===== src/hw/rtl/ftfc_pkg.sv =====
// Shared types, constants and hash function for the five-tuple flow cache.
`timescale 1ns / 1ps
package ftfc_pkg;
  localparam int MaxFlowsDefault    = 1024;
  localparam int BucketCountDefault = 256;
  localparam int CmdQDepth          = 2;
  localparam int KeyW   = 104;
  localparam int LenW   = 16;
  localparam int TtlW   = 8;
  localparam int TsW    = 48;
  localparam int PktW   = 32;
  localparam int ByteW  = 48;
  localparam int FlowIdW = 10;
  localparam logic [7:0] ProtoTcp = 8'd6;
  localparam logic [7:0] ProtoUdp = 8'd17;

  typedef struct packed {
    logic [31:0] src;
    logic [31:0] dst;
    logic [15:0] sport;
    logic [15:0] dport;
    logic [7:0]  proto;
  } flow_key_t;

  typedef struct packed {
    flow_key_t     key;
    logic [31:0]   hash;
    logic [LenW-1:0] len;
    logic [TtlW-1:0] ttl;
    logic [TsW-1:0]  ts;
  } cmd_t;

  function automatic logic [31:0] bucket_hash(input flow_key_t k);
    logic [31:0] h;
    h = k.src ^ {k.dst[24:0], k.dst[31:25]};
    h = h ^ {k.sport, k.dport};
    h = h ^ (32'(k.proto) * 32'h9E3779B1);
    h = h ^ {16'd0, h[31:16]};
    return h;
  endfunction
endpackage


===== src/hw/rtl/ftfc_front.sv =====
// Front end: accepts packets, masks ports, hashes the key into a short queue.
`timescale 1ns / 1ps
module ftfc_front import ftfc_pkg::*; #(
  parameter int Depth = CmdQDepth
) (
  input  logic        clk,
  input  logic        rst_n,
  input  logic        in_push,
  output logic        in_full,
  input  logic [31:0] in_src_ip,
  input  logic [31:0] in_dst_ip,
  input  logic [7:0]  in_protocol,
  input  logic [15:0] in_sport,
  input  logic [15:0] in_dport,
  input  logic [15:0] in_pkt_length,
  input  logic [7:0]  in_ttl,
  input  logic [47:0] in_timestamp,
  output logic        cmd_valid,
  output cmd_t        cmd,
  input  logic        cmd_take
);
  localparam int AW = (Depth > 1) ? $clog2(Depth) : 1;
  cmd_t q_r [Depth];
  logic [AW-1:0] wp_r, rp_r;
  logic [AW:0]   cnt_r;
  cmd_t c;
  logic do_push, do_pop;

  always_comb begin
    c.key.src   = in_src_ip;
    c.key.dst   = in_dst_ip;
    c.key.proto = in_protocol;
    if (in_protocol == ProtoTcp || in_protocol == ProtoUdp) begin
      c.key.sport = in_sport;
      c.key.dport = in_dport;
    end else begin
      c.key.sport = '0;
      c.key.dport = '0;
    end
    c.hash = '0;
    c.len  = in_pkt_length;
    c.ttl  = in_ttl;
    c.ts   = in_timestamp;
    c.hash = bucket_hash(c.key);
  end

  assign in_full   = (cnt_r == (AW+1)'(Depth));
  assign cmd_valid = (cnt_r != '0);
  assign cmd       = q_r[rp_r];
  assign do_push   = in_push && !in_full;
  assign do_pop    = cmd_take && cmd_valid;

  always_ff @(posedge clk) begin
    if (do_push) q_r[wp_r] <= c;
  end

  always_ff @(posedge clk) begin
    if (!rst_n) begin
      wp_r <= '0; rp_r <= '0; cnt_r <= '0;
    end else begin
      if (do_push) wp_r <= (wp_r == AW'(Depth-1)) ? '0 : wp_r + 1'b1;
      if (do_pop)  rp_r <= (rp_r == AW'(Depth-1)) ? '0 : rp_r + 1'b1;
      cnt_r <= cnt_r + (AW+1)'(do_push) - (AW+1)'(do_pop);
    end
  end

  a_cnt_bound: assert property (@(posedge clk) disable iff (!rst_n)
    cnt_r <= (AW+1)'(Depth)) else $error("queue count overflow");
  a_full_push: assert property (@(posedge clk) disable iff (!rst_n)
    in_full && !do_pop |=> cnt_r == (AW+1)'(Depth)) else $error("full queue changed");
  a_empty_pop: assert property (@(posedge clk) disable iff (!rst_n)
    !cmd_valid |-> !do_pop) else $error("pop from empty queue");
endmodule


===== config.mk =====
export PLATFORM = sky130hd
export DESIGN_NAME = ftfc_front
export DESIGN_NICKNAME = d
export VERILOG_FILES = /design/src/hw/rtl/ftfc_pkg.sv /design/src/hw/rtl/ftfc_front.sv
export SDC_FILE = /design/constraint.sdc
export NUM_CORES = 1
export LEC_CHECK = 0
export BUFFER_PORTS_ARGS = -buffer_cell sky130_fd_sc_hd__buf_2
export CAP_MARGIN = 5
export CORE_MARGIN = 2
export CORE_UTILIZATION = 30
export CTS_CLUSTER_DIAMETER = 50
export CTS_CLUSTER_SIZE = 14
export DETAILED_ROUTE_END_ITERATION = 10
export SLEW_MARGIN = 5
export SYNTH_ARGS = -nofsm -noshare
export SYNTH_HDL_FRONTEND = slang
export SYNTH_SLANG_ARGS = --single-unit

===== constraint.sdc =====
create_clock -name clk -period 11.7 [get_ports clk]
set_clock_uncertainty 0.05 [all_clocks]
set_input_delay 1.755 -clock clk [delete_from_list [all_inputs] [get_ports clk]]
set_output_delay 1.755 -clock clk [all_outputs]
set_load 0.05 [all_outputs]

==> flow_metrics.tcl <==
set metrics [dict create \
    wl_per_cell_um 20.5 \
    gp_congestion 0.862 \
    ys.flop_type "edfxtp_1" \
    drt_first_pass_iters 5 \
    cts_num_sinks 421 \
    synthDistinctLibCells 53 \
    crit_fanout 9 \
    endpoint_kind "register" \
    synth-warning-count 0 \
    synth.area.top_cells "edfxtp_1 63%, mux2_2 12%, fa_1 5.8%" \
    ys_ff_latch 421 \
    synth_commonest_cells "416 x edfxtp_1, 208 x mux2_2, 112 x inv_1, 101 x xnor2_1, 71 x ha_1" \
    seq_power_share_pct 30.8 \
    htree_levels 2 \
    hpwlAfterDp_um 38600 \
    arrival_ns 6.70 \
    min_period_over_period_pct 55.0 \
    p_switching_uw 3150 \
    core_um2 65700 \
    synth_fp_nets 1534 \
    via_per_inst 4.41 \
    powerDensity_nw_per_um2 293 \
    max_cap_viol_count 0 \
    holdCritStartpoint "rp_r$_SDFFE_PN0P_" \
    rsz0062_at_grt "false" \
    critPathKind "in2reg" \
    reg2reg_depth 5 \
    intPower_uw 4030 \
    ant_nets 0 \
    ff2ff_setup_slack_ns 8.35 \
    final_util_pct 37.3 \
    cts_hold_buf 0 \
    netlist_area_um2 19900 \
    globalRouteTotalUtil_pct 14.6 \
    period_minus_slack_ns 6.44 \
    synth_top_area_share_pct 62.7 \
    synth-edff-count 416 \
    synth-async-reset-ratio_pct 0 \
    grt-ovfl-total 0 \
    ir_drop_v 0.000135 \
    clockPowerShare_pct 20.5 \
    layout-drive-gt1-share_pct 42.4 \
    met1Wirelength_um 20900 \
    yosysMostFrequentCell "edfxtp_1" \
    clock.fmax_mhz 155 \
    initial_core_util_pct 30.3 \
    hold_path_class "reg2reg" \
    fp.dieArea_um2 68500 \
    first_global_vias 11900 \
    p_leak_uw 0.00947 \
    clk_pin_slew_ns 0.06 \
    finalNetCount 1949 \
    dr.first_iter.drc_count 642 \
    r2r_end "q_r[0][116]$_DFFE_PP_" \
    cts_max_path_buffers 3 \
    fill_cells 6262 \
    grt_max_degree 74 \
    cts_setup_buffers 0 \
    setup_viol 0 \
    hold_violations 0 \
    grt_antenna_before_repair 6 \
    worst_pin_slew_ns 1.07 \
    cts_tree "done" \
    slew_violations 0 \
    dp.cells 2453 \
    root_buffer "clkbuf_16" \
    status "completed" \
    fin_cells 2544 \
    wl_met3_um 3210 \
    whs_path_depth 2 \
    rows 94 \
    relSlewSlack_pct 28.7 \
    drt-total-wl_um 52100 \
    routed-wl-met2_um 26600 \
    syn2layout_area_growth_pct 23.0 \
    portBuffers 389 \
    swShare_pct 43.8 \
    synth.avg_cell_area_um2 16.3 \
    clock_latency_ns 0.59 \
    fp.dieW_um 262 \
    cts_resized 0 \
    critPathRequiredTime_ns 11.96 \
    power_frac_comb_pct 48.6 \
    grt_pass1_wl_um 74200 \
    start_kind "input port" \
    reg2reg_from "cnt_r[0]$_SDFF_PN0_" \
    die_y_um 262 \
    boundaryPins 390 \
    yosysSeqAreaShare_pct 63.2 \
    fin_setup_tns_ns 0 \
    cts-buffers-inserted 49 \
    vias 11200 \
    route.detailed.drc 0 \
    top_layer_used "met5" \
    yosysTopAreaCell "edfxtp_1" \
    syn_inst 1225 \
]
## power by group through the flow
stage               clock network [µW]  logic [µW]  registers [µW]
floorplan                            0        2610            2260
global placement                     0        3530            2240
detailed placement                   0        3550            2250
CTS                               1520        3570            2220
global route                      1580        3760            2240
finish                            1470        3490            2210
## final cells by class
type / count / area [µm²] / share of cell area, %
Antenna cell: 2 / 5.00 / 0.0204
Inverter: 112 / 420 / 1.72
Sequential cell: 421 / 12600 / 51.4
Timing Repair Buffer: 399 / 2020 / 8.25
Clock inverter: 34 / 334 / 1.36
Tap cell: 864 / 1080 / 4.41
Clock buffer: 55 / 1250 / 5.09
Multi-Input combinational cell: 657 / 6800 / 27.8
## registers in the layout, indices dropped and copies added (netlist names), named ones only
| signal | flops |
|---|---|
| q_r | 416 |
| cnt_r | 2 |
| rp_r | 1 |
| wp_r | 1 |
## cell families (layout without fill, tap and decap cells)
group                      count (synthesis)  in the layout  share of synthesized area (%)
buffers and inverters                    147            600                           2.81
muxes                                    208            208                           11.7
xor gates and xnor gates                 142            142                           6.35
adders and majority gates                129            129                           10.3
other                                      0              2                              0
DFF                                      421            421                           63.2
and+or+nand+nor                           96             96                           2.64
AOI/OAI and AO/OA                         82             82                           3.01
## per-layer routing
| metal | global-route usage, % | vias to the layer above |
|---|---|---|
| met1 | 17.5 | 5569 |
| met4 | 4.69 | 2 |
| met2 | 26.1 | 304 |
| li1 | - | 5267 |
| met3 | 3.27 | 81 |
| met5 | 0 | - |
## per-stage QoR
| step | hold WS, ns | total power, µW | worst slack [ns] | cell area, µm² |
|---|---|---|---|---|
| 2_1_floorplan | 0.454 | 4870 | 0.378 | 19900 |
| 3_3_place_gp | 0.469 | 5770 | 4.66 | 22900 |
| 5_1_grt | 0.539 | 7580 | 5.04 | 24500 |
| 4_1_cts | 0.499 | 7310 | 5.33 | 24500 |
| 6_report | 0.496 | 7180 | 5.26 | 24500 |
| 3_5_place_dp | 0.480 | 5800 | 4.68 | 22900 |
## critical path, cell delays in order
cell      delay (ns)
buf_2           0.23
inv_1           0.17
ha_1            0.45
inv_1           0.13
fa_1            0.49
inv_1           0.05
fa_1            0.49
inv_1           0.05
fa_1            0.49
inv_1           0.04
ha_1            0.38
nand4_1         0.17
nor3_1          0.30
a21oi_1         0.13
a21oi_1         0.38
a221oi_2        0.17
xnor2_1         0.62
xnor2_1         0.19
## placed cells by master, fill, tap and decap left out, types with 3 or more instances in the layout
| master | count |
|---|---|
| nand2_1 | 22 |
| xnor2_1 | 101 |
| and2_1 | 36 |
| nand2b_1 | 3 |
| ha_1 | 71 |
| dfxtp_1 | 4 |
| a21o_1 | 8 |
| xor2_1 | 38 |
| nand4_1 | 7 |
| nor2b_1 | 3 |
| o21a_1 | 5 |
| mux2_2 | 208 |
| a21oi_1 | 29 |
| nand3_1 | 3 |
| buf_4 | 10 |
| clkbuf_1 | 6 |
| fa_1 | 58 |
| clkbuf_16 | 49 |
| clkinv_4 | 4 |
| clkinv_2 | 7 |
| buf_2 | 389 |
| inv_6 | 6 |
| clkinvlp_4 | 5 |
| inv_1 | 112 |
| clkinv_8 | 7 |
| nor2_1 | 10 |
| edfxtp_1 | 416 |
| o21ai_0 | 14 |
## worst max-delay path by stage
stage                               from                    to  slack (ns)  depth (start not counted)
after floorplan                  in_push     wp_r$_SDFFE_PN0P_        0.38                          3
after global placement    in_protocol[2]  q_r[0][87]$_DFFE_PP_        4.66                         18
after detailed placement  in_protocol[2]  q_r[1][87]$_DFFE_PP_        4.68                         18
after CTS                 in_protocol[2]  q_r[1][87]$_DFFE_PP_        5.33                         18
after global routing      in_protocol[2]  q_r[1][87]$_DFFE_PP_        5.04                         18
final                     in_protocol[2]  q_r[1][87]$_DFFE_PP_        5.26                         18
Note: power is estimated with default switching activity, not from simulation.
